===== src/assert_macros.svh =====
// Assertion macros shared by the bitmap transform engine RTL.
// Each macro expects signals named clk and rst_n in the scope where it is used.
`ifndef ASSERT_MACROS_SVH
`define ASSERT_MACROS_SVH

// Plain property, checked on every rising edge outside reset.
`define BTE_ASSERT(lbl, prop, msg) \
  lbl: assert property (@(posedge clk) disable iff (!rst_n) (prop)) else $error(msg);

// Same-cycle implication.
`define BTE_ASSERT_IMP(lbl, ante, cons, msg) \
  lbl: assert property (@(posedge clk) disable iff (!rst_n) (ante) |-> (cons)) else $error(msg);

// Next-cycle implication.
`define BTE_ASSERT_NXT(lbl, ante, cons, msg) \
  lbl: assert property (@(posedge clk) disable iff (!rst_n) (ante) |=> (cons)) else $error(msg);

`endif


===== src/bte_pkg.sv =====
// Package for the bitmap transform engine: sizes, codes, word and config types.
// Used by every module of the block; depends on nothing.
`default_nettype none

package bte_pkg;

  localparam int MAX_DIM    = 256;
  localparam int MAX_PIXELS = 65536;

  localparam int DIM_W     = $clog2(MAX_DIM) + 1;
  localparam int COORD_W   = $clog2(MAX_DIM);
  localparam int ADDR_W    = $clog2(MAX_PIXELS);
  localparam int NPIX_W    = ADDR_W + 1;
  localparam int CFG_W     = 9;
  localparam int CFG_IDX_W = 3;
  localparam int PIX_W     = 32;
  localparam int MODE_W    = 3;
  localparam int DIV_CNT_W = $clog2(DIM_W + 1);

  localparam int FIFO_DEPTH = 4;
  localparam int FIFO_PTR_W = $clog2(FIFO_DEPTH);
  localparam int FIFO_CNT_W = $clog2(FIFO_DEPTH + 1);

  localparam logic CMD_LOAD  = 1'b0;
  localparam logic CMD_FETCH = 1'b1;

  localparam logic [MODE_W-1:0] MODE_COPY    = 3'd0;
  localparam logic [MODE_W-1:0] MODE_CROP    = 3'd1;
  localparam logic [MODE_W-1:0] MODE_ROT_CCW = 3'd2;
  localparam logic [MODE_W-1:0] MODE_ROT_CW  = 3'd3;
  localparam logic [MODE_W-1:0] MODE_ROT_180 = 3'd4;
  localparam logic [MODE_W-1:0] MODE_SCALE   = 3'd5;

  localparam logic [CFG_IDX_W-1:0] REG_SRC_WIDTH  = 3'd0;
  localparam logic [CFG_IDX_W-1:0] REG_SRC_HEIGHT = 3'd1;
  localparam logic [CFG_IDX_W-1:0] REG_OP_MODE    = 3'd2;
  localparam logic [CFG_IDX_W-1:0] REG_CROP_LEFT  = 3'd3;
  localparam logic [CFG_IDX_W-1:0] REG_CROP_TOP   = 3'd4;
  localparam logic [CFG_IDX_W-1:0] REG_OUT_WIDTH  = 3'd5;
  localparam logic [CFG_IDX_W-1:0] REG_OUT_HEIGHT = 3'd6;

  typedef struct packed {
    logic             cmd;
    logic [PIX_W-1:0] pixel_in;
  } in_item_t;

  typedef struct packed {
    logic [PIX_W-1:0] pixel_out;
    logic             frame_last;
  } out_item_t;

  // Effective configuration, dimensions already clamped to 1..MAX_DIM.
  typedef struct packed {
    logic [DIM_W-1:0]   sw;
    logic [DIM_W-1:0]   sh;
    logic [DIM_W-1:0]   ow;
    logic [DIM_W-1:0]   oh;
    logic [MODE_W-1:0]  mode;
    logic [COORD_W-1:0] crop_left;
    logic [COORD_W-1:0] crop_top;
    logic [NPIX_W-1:0]  npix;
  } cfg_t;

  typedef struct packed {
    logic pos_clr;
    logic frame_clr;
  } cfg_evt_t;

  // Per-step increments for nearest-neighbor scaling: src_dim = q * out_dim + r.
  typedef struct packed {
    logic [DIM_W-1:0]   q_w;
    logic [COORD_W-1:0] r_w;
    logic [DIM_W-1:0]   q_h;
    logic [COORD_W-1:0] r_h;
  } step_t;

  // Queue entry. A load carries its store address in pos, a fetch {row, col}.
  typedef struct packed {
    logic              is_fetch;
    logic              last;
    logic [ADDR_W-1:0] pos;
    logic [PIX_W-1:0]  data;
  } qent_t;

  function automatic logic [DIM_W-1:0] eff_dim(input logic [DIM_W-1:0] v);
    logic [DIM_W-1:0] r;
    r = v;
    if (v == '0) r = DIM_W'(1);
    else if (v > DIM_W'(MAX_DIM)) r = DIM_W'(MAX_DIM);
    return r;
  endfunction

endpackage

`default_nettype wire


===== src/bte_fifo.sv =====
// Short word queue between the front (classify) and back (store access) parts.
// Depends on bte_pkg and assert_macros.svh.
`default_nettype none
`include "assert_macros.svh"

module bte_fifo import bte_pkg::*; (
  input  wire logic  clk,
  input  wire logic  rst_n,
  input  wire logic  push,
  input  wire qent_t push_ent,
  input  wire logic  pop,
  output logic       vld,
  output qent_t      head,
  output logic       full
);

  qent_t                 slot_r [FIFO_DEPTH];
  logic [FIFO_PTR_W-1:0] wr_ptr_r;
  logic [FIFO_PTR_W-1:0] rd_ptr_r;
  logic [FIFO_CNT_W-1:0] cnt_r;
  logic                  do_push;
  logic                  do_pop;

  assign vld     = (cnt_r != '0);
  assign full    = (cnt_r == FIFO_CNT_W'(FIFO_DEPTH));
  assign head    = slot_r[rd_ptr_r];
  assign do_push = push && !full;
  assign do_pop  = pop && vld;

  always_ff @(posedge clk) begin
    if (!rst_n) begin
      wr_ptr_r <= '0;
      rd_ptr_r <= '0;
      cnt_r    <= '0;
    end else begin
      if (do_push) wr_ptr_r <= wr_ptr_r + FIFO_PTR_W'(1);
      if (do_pop) rd_ptr_r <= rd_ptr_r + FIFO_PTR_W'(1);
      case ({do_push, do_pop})
        2'b10:   cnt_r <= cnt_r + FIFO_CNT_W'(1);
        2'b01:   cnt_r <= cnt_r - FIFO_CNT_W'(1);
        default: cnt_r <= cnt_r;
      endcase
    end
  end

  always_ff @(posedge clk) begin
    if (do_push) slot_r[wr_ptr_r] <= push_ent;
  end

  `BTE_ASSERT_IMP(a_fifo_ovf, push, !full, "word pushed into a full queue")

endmodule

`default_nettype wire


===== config.mk =====
export PLATFORM = sky130hd
export DESIGN_NAME = bte_fifo
export DESIGN_NICKNAME = d
export VERILOG_FILES = /design/src/bte_pkg.sv /design/src/bte_fifo.sv
export VERILOG_INCLUDE_DIRS = /design/src /design/src/src
export SDC_FILE = /design/constraint.sdc
export NUM_CORES = 1
export LEC_CHECK = 0
export CAP_MARGIN = 0
export CORE_MARGIN = 5
export CORE_UTILIZATION = 32
export DETAILED_ROUTE_END_ITERATION = 8
export DONT_BUFFER_PORTS = 1
export PLACE_DENSITY = 0.42
export SETUP_SLACK_MARGIN = 0.02
export SYNTH_ARGS = -nofsm -noshare
export SYNTH_HDL_FRONTEND = slang
export SYNTH_SLANG_ARGS = --single-unit

===== constraint.sdc =====
create_clock -name clk -period 2.7 [get_ports clk]
set_input_delay 0.27 -clock clk [delete_from_list [all_inputs] [get_ports clk]]
set_output_delay 0.27 -clock clk [all_outputs]
set_load 0.01 [all_outputs]

==> impl_metrics.ini, run 1 <==
[clock_tree]
clockBufferDepth = 3
cts_tree = built
clkSinkCount = 209
cts_made_buffers = 24
clkTransAtPathRegs_ns = 0.06
clk_latency_ns = 0.49
htree_levels = 1
cts_root_buffer = clkbuf_16

[setup_path]
crit_required_ns = 3.12
cpLargestDelayFamily = simple AND/OR/NAND/NOR gates
path_common_cell = inv_1
critPathMaxFanout = 7
path_buf_inv = 2
cp_cell_sequence = nor3b_2, nor2b_1, inv_1, ha_1, inv_1, fa_1, xor2_1, or3_1, a21boi_0
arrival_ns = 2.77
worstSetupStartpointType = flip-flop
critical_path_class = reg -> reg
max_stage_delay_ns = 0.40
endpoint_kind = flip-flop
slowest_stage = dfxtp_1

[final_layout]
layout_common_cells = 200 x edfxtp_1, 51 x dlygate4sd3_1, 50 x mux4_2
layout_commonest_cell = edfxtp_1
seqCellArea_um2 = 6190
nFillCells = 2211
synthToLayoutAreaGrowth_pct = 22.1
final_util = 0.393
multi_input_area_um2 = 1420
n_antenna_cell = 0
final_area_um2 = 9480
layout-drive-gt1-share = 0.257
nets = 451

[timing]
fmax_mhz = 427
period_needed_ns = 2.34
setup_tns_ns = 0
slew-limit-headroom = 0.597
rsz0062_at_grt = no
clock_skew_ns = 0.0122
min_period_over_period = 0.867
tightestPinTransition_ns = 0.604
setup_viol = 0
drv_slew = 0
hold_violations = 0

[floorplan]
dieArea_um2 = 27500
die_w_um = 166
die_h_um = 166
start_util = 0.322
fp-row-count = 57
ios = 106
coreArea_um2 = 24100

[placement]
hpwl_mm = 8.90
place_area_um2 = 8190
port_buffers = 0
gp_congestion = 0.694

[detailed_routing]
via_count = 3354
wirelength_mm = 14.9
drt-vias-per-instance = 4.58
drt_pass1_iterations = 4
first_iter_violations = 124
post_drt_wl_per_cell_um = 20.4
ant_nets = 0
drcViolationCount = 0

[grt]
busiest_layer = met2
gr-usage-met2 = 0.184
antenna_found_initial = 1
grt_usage = 0.107
grt_start_max_net_pins = 51
overflow = 0
first_global_vias = 3687
grt_use_met3 = 0.0333
met1_usage = 0.132
grt_pass1_wl_mm = 22.9

[status]
outcome = finished, final reports clean

[power]
vdd_ir_drop_max_mv = 0.423
powerDensity_nw_per_um2 = 944
p_leak_nw = 2.99
p_total_mw = 8.95

[synth]
syn_area_um2 = 7770
avgSynthCellArea_um2 = 24.7
yosys_warnings = 0
synthCells = 314
syn-num-nets = 374
synthDistinctLibCells = 23
ys_ff_latch = 209
ys_seq_area_frac = 0.796

[worst_hold_path]
hp-class = in -> reg

[run]
maxCapViolCount = 0
-- worst paths after layout --
kind,end,slack (ns),depth (start not counted),from
hold / removal,flip-flop,0.09,3,pop
setup / recovery,cnt_r[2],0.36,9,cnt_r[2]
setup reg to reg,cnt_r[2],0.36,9,cnt_r[2]
hold reg to reg,wr_ptr_r[0],0.51,2,wr_ptr_r[0]
-- Yosys cell counts --
library cell	number	share of area
nand2_1	5	0.0024
and2_1	7	0.0056
a21boi_0	1	0.00097
xnor2_1	3	0.0034
buf_12	5	0.013
mux2i_1	2	0.0026
buf_6	1	0.0014
o311ai_2	1	0.0021
ha_1	5	0.0081
or3_1	2	0.0016
dfxtp_1	9	0.023
o31a_1	1	0.0011
fa_1	1	0.0026
buf_2	6	0.0039
xor2_1	1	0.0011
mux4_2	50	0.14
buf_1	1	0.00048
inv_1	6	0.0029
nor2b_1	3	0.0024
clkbuf_1	1	0.00048
o21ai_0	2	0.0013
nor3b_2	1	0.0016
edfxtp_1	200	0.77
-- cells by family after synthesis --
kind of cell / count (synthesis) / share of synthesized area
adders and majority gates: 6 / 0.0106
AOI/OAI and AO/OA: 5 / 0.00548
and+or+nand+nor: 18 / 0.0137
xor gates and xnor gates: 4 / 0.00451
buffers and inverters: 20 / 0.0221
DFF: 209 / 0.796
muxes: 52 / 0.148
-- worst min-delay path, delay by kind of cell --
family | cells | cell delay, ns
AO/OA/AOI/OAI | 1 | 0.06
AND/OR/NAND/NOR | 1 | 0.15
XOR/XNOR | 1 | 0.06
-- flip-flops by register name, indices dropped and copies added, names as in the netlist, named ones only --
name and flops:
slot_r 200, cnt_r 3, wr_ptr_r 2, rd_ptr_r 2
-- area by class of cell --
class                   count  area share
clock buffers              31      0.0683
clock inverters            12      0.0141
inverters                   6     0.00237
multi-input cells          85       0.149
flip-flops and latches    209       0.653
well taps                 324      0.0427
repair buffers             65      0.0702
-- what timing repair did --
action                                 4_1_cts  5_1_grt
hold buffers                                51        0
setup buffers                                0        0
resized for setup                            0        0
endpoints found under the hold margin      209        0
-- where the power goes --
group	switching, mW	leakage [nW]	internal [mW]	total (mW)
clock	1.18	0.384	1.97	3.15
sequential	0.164	1.91	3.92	4.08
combinational	0.920	0.691	0.799	1.72
-- routing by layer --
| layer | share of wire | routed length (um) |
|---|---|---|
| met5 | 0.00087 | 13 |
| met1 | 0.41 | 6160 |
| met2 | 0.51 | 7670 |
| met3 | 0.058 | 874 |
| met4 | 0.015 | 229 |
-- stage by stage --
stage,worst slack [ns],instances,hold WS (ns)
global route,0.186,732,0.0681
global placement,0.457,638,0.369
detailed placement,0.356,638,0.369
finish,0.359,732,0.0929
CTS,0.339,732,0.0677
floorplan,0.303,314,0.369
No activity file was read; power rests on OpenSTA's default activity.
==> run 2: changes to the inputs <==
CORE_ASPECT_RATIO = 2   (was unset)
==> run 2 against run 1 <==
Against the previous run: worst setup slack got worse by 0.061 ns; first-iteration DRC count up 59%; final cell count fell by 6.4%; clock power is 12% lower; fmax down 2.5%; register-to-register slack lost 0.06 ns; sequential power fell by 2%; combinational power hardly changed; hold slack gained 0.019 ns; wire length is 0.55% lower; sequential cell count did not move; global-route usage rose by 0.19 points; critical endpoint unchanged.
==> impl_metrics.ini, run 2 (synthesis gave the netlist of run 1 again) <==
[timing]
drv_slew = 0
rsz0062_at_grt = no
tightestPinTransition_ns = 0.499
setup_viol = 0
whs_ns = 0.112
fmax_mhz = 416
min_period_over_period = 0.890
hold_violations = 0
setup_tns_ns = 0
slew-limit-headroom = 0.666
clock_skew_ns = 0.0105
period_needed_ns = 2.40

[status]
outcome = finished, final reports clean

[setup_path]
reg2reg_slack_ns = 0.30
path_buf_inv = 2
arrival_ns = 2.80
cpLargestDelayFamily = simple AND/OR/NAND/NOR gates
reg2reg_to = cnt_r[2]
critPathLaunch = cnt_r[2]
crit_required_ns = 3.10
cp_cell_sequence = nor3b_2, nor2b_1, inv_1, ha_1, inv_1, fa_1, xor2_1, or3_1, a21boi_0
ff2ff_path_depth = 9
worstSetupStartpointType = flip-flop
path_common_cell = inv_1
critical_path_class = reg -> reg
r2r-start = cnt_r[2]
critPathMaxFanout = 7
endpoint_kind = flip-flop
max_stage_delay_ns = 0.42
slowest_stage = dfxtp_1

[final_layout]
layout-drive-gt1-share = 0.247
nFillCells = 2116
final_area_um2 = 9270
layout_common_cells = 200 x edfxtp_1, 51 x dlygate4sd3_1, 50 x mux4_2
synthToLayoutAreaGrowth_pct = 19.3
top_regs = slot_r: 200 flops, cnt_r: 3 flops
final_util = 0.388
layout_commonest_cell = edfxtp_1
regMostFlops = slot_r
nets = 443
largest_reg_flops = 200

[clock_tree]
clkTransAtPathRegs_ns = 0.06
clockBufferDepth = 3
htree_levels = 1
clkSinkCount = 209
ctsResizeCount = 0
clk_latency_ns = 0.49
cts_tree = built
cts_made_buffers = 20
post-cts-setup-buffers = 0
cts_root_buffer = clkbuf_16

[detailed_routing]
drcViolationCount = 0
ant_nets = 0
first_iter_violations = 197
drt-vias-per-instance = 4.75
drt_pass1_iterations = 4
via_count = 3254
post_drt_wl_per_cell_um = 21.7
wirelength_mm = 14.9

[worst_hold_path]
min_from = pop
hp-class = in -> reg
hold_depth = 3

[floorplan]
die_h_um = 230
start_util = 0.325
dieArea_um2 = 27700
coreArea_um2 = 23900
fp-row-count = 80
ios = 106
die_w_um = 120

[placement]
place_area_um2 = 8100
gp_congestion = 0.666
hpwl_mm = 8.92
port_buffers = 0

[power]
power_frac_comb = 0.205
pwr-share-clk = 0.324
power.switching_mw = 2.21
internal_power_mw = 6.31
switching_share = 0.260
seq_power_share = 0.471
p_leak_nw = 2.89
p_total_mw = 8.52
vdd_ir_drop_max_mv = 0.610
powerDensity_nw_per_um2 = 919

[grt]
grt_usage = 0.109
overflow = 0
antenna_found_initial = 1
grt_start_max_net_pins = 51
grt_pass1_wl_mm = 22.5
first_global_vias = 3670

[run]
maxCapViolCount = 0
[run 2: layout make-up]
| class | instances | area [um2] | share of cell area |
|---|---|---|---|
| sequential | 209 | 6190 | 0.668 |
| multi-input combinational | 85 | 1420 | 0.153 |
| timing repair buffer | 61 | 623 | 0.0672 |
| clock buffer | 25 | 541 | 0.0583 |
| tap | 287 | 359 | 0.0387 |
| clock inverter | 11 | 114 | 0.0123 |
| inverter | 6 | 22.5 | 0.00243 |
| antenna | 1 | 2.50 | 0.000270 |
[run 2: power by group through the flow]
| stage | logic [mW] | registers (mW) | clock network [mW] |
|---|---|---|---|
| after global routing | 1.91 | 4.04 | 3.03 |
| after detailed placement | 1.76 | 4.09 | 0 |
| after CTS | 1.85 | 4.01 | 2.87 |
| after global placement | 1.74 | 4.06 | 0 |
| after floorplan | 1.46 | 4.06 | 0 |
| final | 1.75 | 4.01 | 2.76 |
[run 2: worst register-to-register path: cells and delay by family (launching register included)]
| family | cells | cell delay (ns) |
|---|---|---|
| buf+inv | 2 | 0.15 |
| fa+ha+maj | 2 | 0.57 |
| compound gates | 1 | 0.18 |
| simple gates | 3 | 0.84 |
| flops | 1 | 0.42 |
| xor+xnor | 1 | 0.16 |
[run 2: metal layers]
metal | track usage | up-vias | part of all wire
li1 | - | 1451 | -
met1 | 0.116 | 1707 | 0.36
met2 | 0.203 | 80 | 0.57
met3 | 0.0289 | 16 | 0.059
met4 | 0.0394 | 0 | 0.020
met5 | 0 | - | 0
[run 2: how the worst max path moves through the flow]
| stage | end | slack (ns) | cells after the start |
|---|---|---|---|
| after CTS | cnt_r[2] | 0.30 | 9 |
| final | cnt_r[2] | 0.30 | 9 |
| after detailed placement | cnt_r[2] | 0.33 | 9 |
| after floorplan | slot_r[0][0] | 0.30 | 4 |
| after global placement | cnt_r[2] | 0.46 | 9 |
| after global routing | cnt_r[2] | 0.09 | 9 |
[run 2: timing repair]
action,CTS,global route
setup endpoints to repair,0,0
hold buffers,51,0
hold endpoints to repair,209,0
[run 2: through the flow]
stage / worst slack, ns / std cells
finish: 0.297 / 685
global placement: 0.463 / 597
floorplan: 0.303 / 314
global route: 0.0915 / 684
detailed placement: 0.330 / 597
CTS: 0.305 / 684
