### src/assert_macros.svh
// Assertion macros shared by the bitmap transform engine RTL.
// Each macro expects signals named clk and rst_n in the scope where it is used.
`ifndef ASSERT_MACROS_SVH
`define ASSERT_MACROS_SVH

// Plain property, checked on every rising edge outside reset.
`define BTE_ASSERT(lbl, prop, msg) \
  lbl: assert property (@(posedge clk) disable iff (!rst_n) (prop)) else $error(msg);

// Same-cycle implication.
`define BTE_ASSERT_IMP(lbl, ante, cons, msg) \
  lbl: assert property (@(posedge clk) disable iff (!rst_n) (ante) |-> (cons)) else $error(msg);

// Next-cycle implication.
`define BTE_ASSERT_NXT(lbl, ante, cons, msg) \
  lbl: assert property (@(posedge clk) disable iff (!rst_n) (ante) |=> (cons)) else $error(msg);

`endif

### src/bte_pkg.sv
// Package for the bitmap transform engine: sizes, codes, word and config types.
// Used by every module of the block; depends on nothing.
`default_nettype none

package bte_pkg;

  localparam int MAX_DIM    = 256;
  localparam int MAX_PIXELS = 65536;

  localparam int DIM_W     = $clog2(MAX_DIM) + 1;
  localparam int COORD_W   = $clog2(MAX_DIM);
  localparam int ADDR_W    = $clog2(MAX_PIXELS);
  localparam int NPIX_W    = ADDR_W + 1;
  localparam int CFG_W     = 9;
  localparam int CFG_IDX_W = 3;
  localparam int PIX_W     = 32;
  localparam int MODE_W    = 3;
  localparam int DIV_CNT_W = $clog2(DIM_W + 1);

  localparam int FIFO_DEPTH = 4;
  localparam int FIFO_PTR_W = $clog2(FIFO_DEPTH);
  localparam int FIFO_CNT_W = $clog2(FIFO_DEPTH + 1);

  localparam logic CMD_LOAD  = 1'b0;
  localparam logic CMD_FETCH = 1'b1;

  localparam logic [MODE_W-1:0] MODE_COPY    = 3'd0;
  localparam logic [MODE_W-1:0] MODE_CROP    = 3'd1;
  localparam logic [MODE_W-1:0] MODE_ROT_CCW = 3'd2;
  localparam logic [MODE_W-1:0] MODE_ROT_CW  = 3'd3;
  localparam logic [MODE_W-1:0] MODE_ROT_180 = 3'd4;
  localparam logic [MODE_W-1:0] MODE_SCALE   = 3'd5;

  localparam logic [CFG_IDX_W-1:0] REG_SRC_WIDTH  = 3'd0;
  localparam logic [CFG_IDX_W-1:0] REG_SRC_HEIGHT = 3'd1;
  localparam logic [CFG_IDX_W-1:0] REG_OP_MODE    = 3'd2;
  localparam logic [CFG_IDX_W-1:0] REG_CROP_LEFT  = 3'd3;
  localparam logic [CFG_IDX_W-1:0] REG_CROP_TOP   = 3'd4;
  localparam logic [CFG_IDX_W-1:0] REG_OUT_WIDTH  = 3'd5;
  localparam logic [CFG_IDX_W-1:0] REG_OUT_HEIGHT = 3'd6;

  typedef struct packed {
    logic             cmd;
    logic [PIX_W-1:0] pixel_in;
  } in_item_t;

  typedef struct packed {
    logic [PIX_W-1:0] pixel_out;
    logic             frame_last;
  } out_item_t;

  // Effective configuration, dimensions already clamped to 1..MAX_DIM.
  typedef struct packed {
    logic [DIM_W-1:0]   sw;
    logic [DIM_W-1:0]   sh;
    logic [DIM_W-1:0]   ow;
    logic [DIM_W-1:0]   oh;
    logic [MODE_W-1:0]  mode;
    logic [COORD_W-1:0] crop_left;
    logic [COORD_W-1:0] crop_top;
    logic [NPIX_W-1:0]  npix;
  } cfg_t;

  typedef struct packed {
    logic pos_clr;
    logic frame_clr;
  } cfg_evt_t;

  // Per-step increments for nearest-neighbor scaling: src_dim = q * out_dim + r.
  typedef struct packed {
    logic [DIM_W-1:0]   q_w;
    logic [COORD_W-1:0] r_w;
    logic [DIM_W-1:0]   q_h;
    logic [COORD_W-1:0] r_h;
  } step_t;

  // Queue entry. A load carries its store address in pos, a fetch {row, col}.
  typedef struct packed {
    logic              is_fetch;
    logic              last;
    logic [ADDR_W-1:0] pos;
    logic [PIX_W-1:0]  data;
  } qent_t;

  function automatic logic [DIM_W-1:0] eff_dim(input logic [DIM_W-1:0] v);
    logic [DIM_W-1:0] r;
    r = v;
    if (v == '0) r = DIM_W'(1);
    else if (v > DIM_W'(MAX_DIM)) r = DIM_W'(MAX_DIM);
    return r;
  endfunction

endpackage

`default_nettype wire

### src/bte_front.sv
// Front part: accepts load and fetch words, tracks frame and output position,
// maps each fetch to a source row and column. Depends on bte_pkg, assert_macros.svh.
`default_nettype none
`include "assert_macros.svh"

module bte_front import bte_pkg::*; (
  input  wire logic     clk,
  input  wire logic     rst_n,
  input  wire logic     accept,
  input  wire in_item_t in_item,
  input  wire cfg_t     cfg,
  input  wire cfg_evt_t evt,
  input  wire step_t    step,
  output logic          push,
  output qent_t         ent
);

  logic [COORD_W-1:0] col_r, col_nxt, row_r, row_nxt;
  logic [DIM_W-1:0]   qc_r, qc_nxt, qr_r, qr_nxt;
  logic [COORD_W-1:0] rc_r, rc_nxt, rr_r, rr_nxt;
  logic [ADDR_W-1:0]  ld_cnt_r, ld_cnt_nxt;
  logic               loaded_r, loaded_nxt;

  logic [DIM_W-1:0]   w, h;
  logic [DIM_W-1:0]   sc9, sr9;
  logic [COORD_W-1:0] sc, sr;
  logic               col_end, row_end, last;
  logic [DIM_W-1:0]   rc_sum, rr_sum;
  logic               rc_wrap, rr_wrap;
  logic [NPIX_W-1:0]  ld_inc;
  logic               act;

  // Output geometry and source coordinate of the current output position.
  always_comb begin
    w   = cfg.sw;
    h   = cfg.sh;
    sr9 = DIM_W'(row_r);
    sc9 = DIM_W'(col_r);
    unique case (cfg.mode)
      MODE_CROP: begin
        w   = cfg.ow;
        h   = cfg.oh;
        sc9 = DIM_W'(cfg.crop_left) + DIM_W'(col_r);
        sr9 = DIM_W'(cfg.crop_top) + DIM_W'(row_r);
      end
      MODE_ROT_CCW: begin
        w   = cfg.sh;
        h   = cfg.sw;
        sr9 = DIM_W'(col_r);
        sc9 = cfg.sw - DIM_W'(1) - DIM_W'(row_r);
      end
      MODE_ROT_CW: begin
        w   = cfg.sh;
        h   = cfg.sw;
        sr9 = cfg.sh - DIM_W'(1) - DIM_W'(col_r);
        sc9 = DIM_W'(row_r);
      end
      MODE_ROT_180: begin
        sr9 = cfg.sh - DIM_W'(1) - DIM_W'(row_r);
        sc9 = cfg.sw - DIM_W'(1) - DIM_W'(col_r);
      end
      MODE_SCALE: begin
        w   = cfg.ow;
        h   = cfg.oh;
        sc9 = qc_r;
        sr9 = qr_r;
      end
      default: begin
        sr9 = DIM_W'(row_r);
        sc9 = DIM_W'(col_r);
      end
    endcase
    // Clamp to the last column and row of the source.
    sc = (sc9 >= cfg.sw) ? COORD_W'(cfg.sw - DIM_W'(1)) : sc9[COORD_W-1:0];
    sr = (sr9 >= cfg.sh) ? COORD_W'(cfg.sh - DIM_W'(1)) : sr9[COORD_W-1:0];

    col_end = (DIM_W'(col_r) + DIM_W'(1)) >= w;
    row_end = (DIM_W'(row_r) + DIM_W'(1)) >= h;
    last    = col_end && row_end;

    rc_sum  = DIM_W'(rc_r) + DIM_W'(step.r_w);
    rr_sum  = DIM_W'(rr_r) + DIM_W'(step.r_h);
    rc_wrap = (rc_sum >= cfg.ow);
    rr_wrap = (rr_sum >= cfg.oh);
    ld_inc  = NPIX_W'(ld_cnt_r) + NPIX_W'(1);
  end

  assign act  = accept && !evt.pos_clr;
  assign push = act && ((in_item.cmd == CMD_LOAD) || loaded_r);

  always_comb begin
    ent.is_fetch = (in_item.cmd == CMD_FETCH);
    ent.last     = (in_item.cmd == CMD_FETCH) && last;
    ent.pos      = (in_item.cmd == CMD_FETCH) ? ADDR_W'({sr, sc}) : ld_cnt_r;
    ent.data     = in_item.pixel_in;
  end

  always_comb begin
    col_nxt    = col_r;
    row_nxt    = row_r;
    qc_nxt     = qc_r;
    qr_nxt     = qr_r;
    rc_nxt     = rc_r;
    rr_nxt     = rr_r;
    ld_cnt_nxt = ld_cnt_r;
    loaded_nxt = loaded_r;
    if (evt.pos_clr) begin
      col_nxt = '0;
      row_nxt = '0;
      qc_nxt  = '0;
      qr_nxt  = '0;
      rc_nxt  = '0;
      rr_nxt  = '0;
      if (evt.frame_clr) begin
        ld_cnt_nxt = '0;
        loaded_nxt = 1'b0;
      end
    end else if (act && (in_item.cmd == CMD_LOAD)) begin
      if (ld_cnt_r == '0) loaded_nxt = 1'b0;
      if (ld_inc >= cfg.npix) begin
        ld_cnt_nxt = '0;
        loaded_nxt = 1'b1;
        col_nxt    = '0;
        row_nxt    = '0;
        qc_nxt     = '0;
        qr_nxt     = '0;
        rc_nxt     = '0;
        rr_nxt     = '0;
      end else begin
        ld_cnt_nxt = ld_inc[ADDR_W-1:0];
      end
    end else if (act && loaded_r) begin
      if (col_end) begin
        col_nxt = '0;
        qc_nxt  = '0;
        rc_nxt  = '0;
        if (row_end) begin
          row_nxt = '0;
          qr_nxt  = '0;
          rr_nxt  = '0;
        end else begin
          row_nxt = row_r + COORD_W'(1);
          qr_nxt  = qr_r + step.q_h + DIM_W'(rr_wrap);
          rr_nxt  = rr_wrap ? COORD_W'(rr_sum - cfg.oh) : rr_sum[COORD_W-1:0];
        end
      end else begin
        col_nxt = col_r + COORD_W'(1);
        qc_nxt  = qc_r + step.q_w + DIM_W'(rc_wrap);
        rc_nxt  = rc_wrap ? COORD_W'(rc_sum - cfg.ow) : rc_sum[COORD_W-1:0];
      end
    end
  end

  always_ff @(posedge clk) begin
    if (!rst_n) begin
      col_r    <= '0;
      row_r    <= '0;
      qc_r     <= '0;
      qr_r     <= '0;
      rc_r     <= '0;
      rr_r     <= '0;
      ld_cnt_r <= '0;
      loaded_r <= 1'b0;
    end else begin
      col_r    <= col_nxt;
      row_r    <= row_nxt;
      qc_r     <= qc_nxt;
      qr_r     <= qr_nxt;
      rc_r     <= rc_nxt;
      rr_r     <= rr_nxt;
      ld_cnt_r <= ld_cnt_nxt;
      loaded_r <= loaded_nxt;
    end
  end

  // The final pixel of an image must bring the position back to the origin.
  `BTE_ASSERT_NXT(a_front_wrap, push && ent.last, (col_r == '0) && (row_r == '0),
                  "output position did not wrap after the last pixel")

endmodule

`default_nettype wire

### config.mk
export PLATFORM = sky130hd
export DESIGN_NAME = bte_front
export DESIGN_NICKNAME = d
export VERILOG_FILES = /design/src/bte_pkg.sv /design/src/bte_front.sv
export VERILOG_INCLUDE_DIRS = /design/src /design/src/src
export SDC_FILE = /design/constraint.sdc
export NUM_CORES = 1
export LEC_CHECK = 0
export ABC_AREA = 0
export BUFFER_PORTS_ARGS = -buffer_cell sky130_fd_sc_hd__buf_2
export CAP_MARGIN = 10
export CELL_PAD_IN_SITES_DETAIL_PLACEMENT = 0
export CELL_PAD_IN_SITES_GLOBAL_PLACEMENT = 1
export CORE_UTILIZATION = 30
export CTS_CLUSTER_DIAMETER = 40
export DETAILED_ROUTE_END_ITERATION = 10
export GPL_ROUTABILITY_DRIVEN = 1
export PLACE_DENSITY = 0.68
export SLEW_MARGIN = 20
export SYNTH_ARGS = -nofsm -noshare
export SYNTH_HDL_FRONTEND = slang
export SYNTH_SLANG_ARGS = --single-unit
### constraint.sdc
create_clock -name clk -period 10.4 [get_ports clk]
set_input_delay 1.04 -clock clk [delete_from_list [all_inputs] [get_ports clk]]
set_output_delay 1.04 -clock clk [all_outputs]
set_load 0.05 [all_outputs]
==> results.sh, run 1 <==
export IMPL_status="finished clean"
export IMPL_synthDistinctLibCells=70
export IMPL_holdWs_ns=0.464
export IMPL_async_flop_share_pct=0
export IMPL_layout_common_cells="ha_1 (139), buf_2 (130), a21oi_1 (120)"
export IMPL_synth_edf_count=0
export IMPL_p_comb_share_pct=37.5
export IMPL_critPathKind="input port to output pin"
export IMPL_dieArea_um2=33400
export IMPL_yosys_register_bits=67
export IMPL_post_cts_buffers=0
export IMPL_startpoint_type="input port"
export IMPL_hpwlAfterDp_mm=28.4
export IMPL_max_slew_worst_pin_slew_ns=1.02
export IMPL_die_h_um=183
export IMPL_grt_max_degree=37
export IMPL_reg2reg_depth=23
export IMPL_synth_nets=1619
export IMPL_cp_max_fo=20
export IMPL_r2r_start="rr_r[0]"
export IMPL_p_seq_share_pct=29.4
export IMPL_hold_buffers=0
export IMPL_cts_num_sinks=67
export IMPL_fill_cells=3480
export IMPL_finalWirelength_mm=34.8
export IMPL_synthTopCellsByArea="ha_1 (18%), dfxtp_1 (14%), a21oi_1 (6.1%)"
export IMPL_fin_crit_sh_pct=66.4
export IMPL_drtPass1Iterations=5
export IMPL_routabilityCongestion=0.922
export IMPL_layout_nets=1680
export IMPL_rsz0062_at_grt="false"
export IMPL_cp_required_ns=9.36
export IMPL_sw_frac_of_total_pct=38.3
export IMPL_hold_viol_final=0
export IMPL_worstSetupEndpointType="output pin"
export IMPL_yosysSeqAreaShare_pct=13.7
export IMPL_fmax_ghz=0.145
export IMPL_start_util_pct=30.7
export IMPL_io_buffer_count=130
export IMPL_clockRootBuffer="clkbuf_16"
export IMPL_power_frac_clock_pct=33.1
export IMPL_drc=0
export IMPL_post_cts_resized=0
export IMPL_htree_levels=3
export IMPL_cts_tree="done"
export IMPL_reg2reg_to="qr_r[8]"
export IMPL_post_synth_inst_count=1324
export IMPL_grt_pass1_wl_mm=53.7
export IMPL_core_area_um2=31900
export IMPL_r2r_slack_ns=4.63
export IMPL_via_per_inst=5.36
export IMPL_final_cell_area_um2=10900
export IMPL_synth_largest_area_cell="ha_1"
export IMPL_netlist_area_um2=9800
export IMPL_fin_skew_ns=0.00976
export IMPL_synth_ff_type="dfxtp_1"
export IMPL_clk_latency_ns=0.35
export IMPL_layout_drive_gt1_share_pct=12.8
export IMPL_final_common_cell="ha_1"
export IMPL_p_int_uw=540
export IMPL_fin_tns_setup_ns=0
export IMPL_wl_per_cell_um=19.1
export IMPL_slew_headroom_pct=32.1
export IMPL_area_delta_synth_final_pct=11.2
export IMPL_slew_viol_final=0
export IMPL_clock_path_buffers=2
export IMPL_hold_path_class="flop to flop"
export IMPL_p_sw_uw=334
export IMPL_grt_pass1_vias=9400
export IMPL_grt_ovfl_total=0
export IMPL_die_w_um=183
export IMPL_final_cells=1826
export IMPL_numCtsBuffers=9
export IMPL_period_minus_slack_ns=6.90
export IMPL_setup_viol=0
export IMPL_hold_depth=1
export IMPL_ios=195
export IMPL_dp_cells=1809
export IMPL_hold_path_endpoint="rc_r[5]"
export IMPL_via_count=9795
export IMPL_yosysWarnings=0
export IMPL_vdd_ir_drop_worst_uv=62.2
export IMPL_path_clk_slew_ns=0.06
export IMPL_drt_iter0_drc=757
export IMPL_syn_area_per_cell_um2=7.40
export IMPL_track_usage_pct=20.8
export IMPL_rows=65
export IMPL_synth_top_area_share_pct=17.7
export IMPL_arrival_ns=5.86
export IMPL_antenna_found_initial=2
export IMPL_post_route_util_pct=34.2
export IMPL_leakagePower_uw=0.00489
export IMPL_cap_violations=0
export IMPL_power_density_nw_per_um2=80.2
export IMPL_placed_area_um2=10600
export IMPL_worstHoldStart="rc_r[5]"
export IMPL_ant_nets=0
==> synth_stat cells, types with 10 or more instances <==
| cell | count |
|---|---|
| ha_1 | 139 |
| a21oi_1 | 120 |
| nand2_1 | 117 |
| inv_1 | 98 |
| nor2_1 | 92 |
| o21ai_0 | 68 |
| dfxtp_1 | 67 |
| xnor2_1 | 56 |
| clkbuf_1 | 52 |
| nor2b_1 | 35 |
| buf_4 | 34 |
| nor3_1 | 34 |
| a21o_1 | 28 |
| mux2i_1 | 26 |
| o21a_1 | 26 |
| nand3_1 | 25 |
| nand2b_1 | 20 |
| xor2_1 | 20 |
| a31oi_1 | 18 |
| nor4_1 | 15 |
| o2bb2ai_1 | 15 |
| and3_1 | 14 |
| a211oi_1 | 13 |
| fa_1 | 12 |
| nand4_1 | 12 |
| a22o_1 | 11 |
| o211ai_1 | 10 |
| or3_1 | 10 |
==> area by class of cell <==
type / instances / area (um^2) / area share [%]
multi-input cells: 1064 / 7610 / 69.9
clock inverters: 6 / 41.3 / 0.379
flip-flops and latches: 67 / 1340 / 12.3
clock buffers: 9 / 225 / 2.07
well taps: 435 / 544 / 4.99
inverters: 99 / 372 / 3.41
repair buffers: 144 / 756 / 6.93
diodes: 2 / 5.00 / 0.0459
==> kinds of logic after synthesis <==
group           share of synthesized area (%)
fa+ha+maj                                20.2
xor+xnor                                 6.79
simple gates                             20.8
flops                                    13.7
buf+inv                                  8.72
compound gates                           26.4
mux                                      3.35
==> metrics by stage <==
stage / total power [uW] / setup slack (ns)
global placement: 588 / 3.58
detailed placement: 587 / 3.54
floorplan: 518 / 3.18
global route: 926 / 3.18
CTS: 881 / 3.52
finish: 874 / 3.50
==> flip-flops by register name (all words and copies together) (netlist names) <==
signal    count
ld_cnt_r     16
rc_r          8
row_r         8
qr_r          9
loaded_r      1
rr_r          8
qc_r          9
col_r         8
==> how the worst max path moves through the flow <==
stage / from / end / slack, ns / cells past startpoint
after detailed placement: cfg[35] / ent[46] / 3.54 / 19
after global routing: cfg[35] / ent[46] / 3.18 / 19
final: cfg[35] / ent[46] / 3.50 / 19
after CTS: cfg[35] / ent[46] / 3.52 / 19
after floorplan: cfg[34] / ent[42] / 3.18 / 20
after global placement: cfg[35] / ent[46] / 3.58 / 19
==> power by group through the flow <==
| stage | Sequential, uW | Combinational [uW] | Clock, uW |
|---|---|---|---|
| floorplan | 263 | 255 | 0 |
| detailed placement | 263 | 324 | 0 |
| global placement | 263 | 325 | 0 |
| global route | 257 | 361 | 308 |
| finish | 257 | 328 | 289 |
| CTS | 257 | 326 | 297 |
==> per-layer routing <==
layer	GRT usage (%)	vias to the layer above	routed length [um]
met5	0	-	0
met4	4.54	0	510
met3	3.18	37	1930
met2	34.4	281	15700
met1	28.4	4562	16700
li1	-	4915	-
==> critical path, cell delays in order <==
cell	delay, ns
buf_2	0.28
nor3b_2	0.22
buf_4	0.30
mux2_2	0.37
ha_1	0.20
fa_1	0.41
nor2b_1	0.17
o31a_1	0.22
o211ai_1	0.12
and3_1	0.19
o221ai_1	0.22
a31oi_1	0.14
ha_1	0.30
a211oi_1	0.20
o21ai_0	0.12
a21o_1	0.34
a311o_1	0.33
a31oi_1	0.33
buf_2	0.34
(Power assumes the default switching activity.)
==> run 2: changes to the inputs <==
Settings changed: PLACE_DENSITY 0.68 to 0.71.
Clock period 10.4 ns to 5.7 ns, I/O delays scaled along.
==> run 2 against run 1 <==
Clock-buffer cell count is the same; critical path depth increased by 1; cell count increased by 1.3%; clock power increased by 120%; critical endpoint is now ent[42]; sequential share of layout area is 0.30 points lower; non-clock buffer count rose by 18; die area unchanged; power up 96%; first-iteration DRC count decreased by 4.0%; largest power group is now the clock network; clock skew up 0.0046 ns; utilization is 0.87 points higher.
==> results.sh, run 2 (same netlist as run 1, synthesis figures left out) <==
export IMPL_start_util_pct=30.7
export IMPL_cp_max_fo=20
export IMPL_ant_nets=0
export IMPL_vdd_ir_drop_worst_uv=136
export IMPL_arrival_ns=4.94
export IMPL_track_usage_pct=20.3
export IMPL_top_register="ld_cnt_r"
export IMPL_grt_max_degree=37
export IMPL_cts_tree="done"
export IMPL_finalWirelength_mm=34.1
export IMPL_layout_nets=1698
export IMPL_fin_tns_setup_ns=0
export IMPL_slew_viol_final=0
export IMPL_die_h_um=183
export IMPL_period_minus_slack_ns=5.51
export IMPL_grt_pass1_wl_mm=52.4
export IMPL_grt_ovfl_total=0
export IMPL_power_density_nw_per_um2=153
export IMPL_setup_viol=0
export IMPL_hold_viol_final=0
export IMPL_hold_depth=1
export IMPL_slew_headroom_pct=40.1
export IMPL_worstSetupEndpointType="output pin"
export IMPL_leakagePower_uw=0.00502
export IMPL_core_area_um2=31900
export IMPL_rows=65
export IMPL_fin_skew_ns=0.0143
export IMPL_cp_required_ns=5.13
export IMPL_holdWs_ns=0.471
export IMPL_routabilityCongestion=0.928
export IMPL_htree_levels=3
export IMPL_rsz0062_at_grt="false"
export IMPL_io_buffer_count=130
export IMPL_layout_common_cells="ha_1 (139), buf_2 (129), nand2_1 (117)"
export IMPL_die_w_um=183
export IMPL_fmax_ghz=0.182
export IMPL_via_count=9970
export IMPL_dieArea_um2=33400
export IMPL_critPathKind="input port to output pin"
export IMPL_hpwlAfterDp_mm=27.9
export IMPL_max_slew_worst_pin_slew_ns=0.891
export IMPL_hold_buffers=0
export IMPL_reg_top3="ld_cnt_r (16), qc_r (9), qr_r (9)"
export IMPL_clk_latency_ns=0.36
export IMPL_r2r_start="rr_r[0]"
export IMPL_numCtsBuffers=9
export IMPL_layout_drive_gt1_share_pct=14.5
export IMPL_grt_pass1_vias=9404
export IMPL_hold_path_class="flop to flop"
export IMPL_drt_iter0_drc=727
export IMPL_fin_crit_sh_pct=96.6
export IMPL_clockRootBuffer="clkbuf_16"
export IMPL_drc=0
export IMPL_largest_reg_flops=16
export IMPL_r2r_slack_ns=0.45
export IMPL_status="finished clean"
export IMPL_area_delta_synth_final_pct=14.0
export IMPL_reg2reg_depth=22
export IMPL_drtPass1Iterations=5
export IMPL_startpoint_type="input port"
export IMPL_final_common_cell="ha_1"
export IMPL_worstHoldStart="rr_r[4]"
export IMPL_cp_startpoint="cfg[34]"
export IMPL_cts_num_sinks=67
export IMPL_wl_per_cell_um=18.5
export IMPL_cap_violations=0
export IMPL_path_clk_slew_ns=0.07
export IMPL_antenna_found_initial=6
export IMPL_ios=195
export IMPL_via_per_inst=5.39
export IMPL_clock_path_buffers=2
## run 2: changes by cell type in the layout (fill, tap and decap cells not counted), moves of 2 or more
cell / previous run / this run
a21oi_1: 120 / 114
clkinv_2: 2 / 0
a21oi_2: 0 / 5
bufinv_16: 0 / 2
buf_4: 14 / 31
diode_2: 2 / 6
buf_12: 0 / 2
clkinv_4: 0 / 2
## run 2: what timing repair did
item,CTS,global route
setup endpoints to repair,0,6
gates resized for setup,0,1
setup buffers,0,3
endpoints found under the hold margin,0,0
## run 2: worst paths after layout
kind / endpoint
min: rr_r[4]
max: ent[42]
min reg2reg: rr_r[4]
max reg2reg: qr_r[8]
## run 2: through the flow
stage                     util [%]  setup slack [ns]  instance area [um^2]  power, uW  std cells
after floorplan                  -           -0.0537                  9850        953       1324
after global placement        33.9             0.215                 10800       1080       1824
after detailed placement      33.9             0.164                 10800       1080       1824
after CTS                     34.9             0.187                 11100       1720       1840
after global routing          35.0            0.0108                 11200       1810       1845
final                         35.1             0.194                 11200       1710       1849
## run 2: per-layer routing
layer | vias to the layer above | wire length [um] | track usage, %
met5 | - | 10 | 0
met4 | 2 | 824 | 5.88
met3 | 44 | 2080 | 3.95
met2 | 317 | 15300 | 33.2
met1 | 4653 | 15900 | 26.9
li1 | 4954 | - | -
## run 2: cell type report
| class | count | area [um^2] |
|---|---|---|
| multi-input cells | 1064 | 7660 |
| repair buffers | 162 | 918 |
| flip-flops and latches | 67 | 1340 |
| diodes | 6 | 15.0 |
| inverters | 99 | 372 |
| well taps | 435 | 544 |
| clock buffers | 9 | 225 |
| clock inverters | 7 | 101 |
| fillers | 3448 | 20700 |
## run 2: critical path: stages
cell and delay [ns]:
buf_2 0.11, nor3b_2 0.25, buf_12 0.21, mux2_2 0.35, ha_1 0.21, fa_1 0.40, nor2b_1 0.19, o31a_1 0.25
o211ai_1 0.12, and3_1 0.18, o221ai_1 0.20, a31oi_1 0.12, ha_1 0.30, a211oi_1 0.21, o21ai_0 0.12, a21o_2 0.28
buf_4 0.16, mux2i_1 0.16, o21ai_1 0.23, buf_2 0.31
## run 2: power by group
group          internal [uW]  switching (uW)  total (uW)
registers                469            1.13         470
clock network            386             245         631
logic                    238             376         614
total                   1090             622        1710
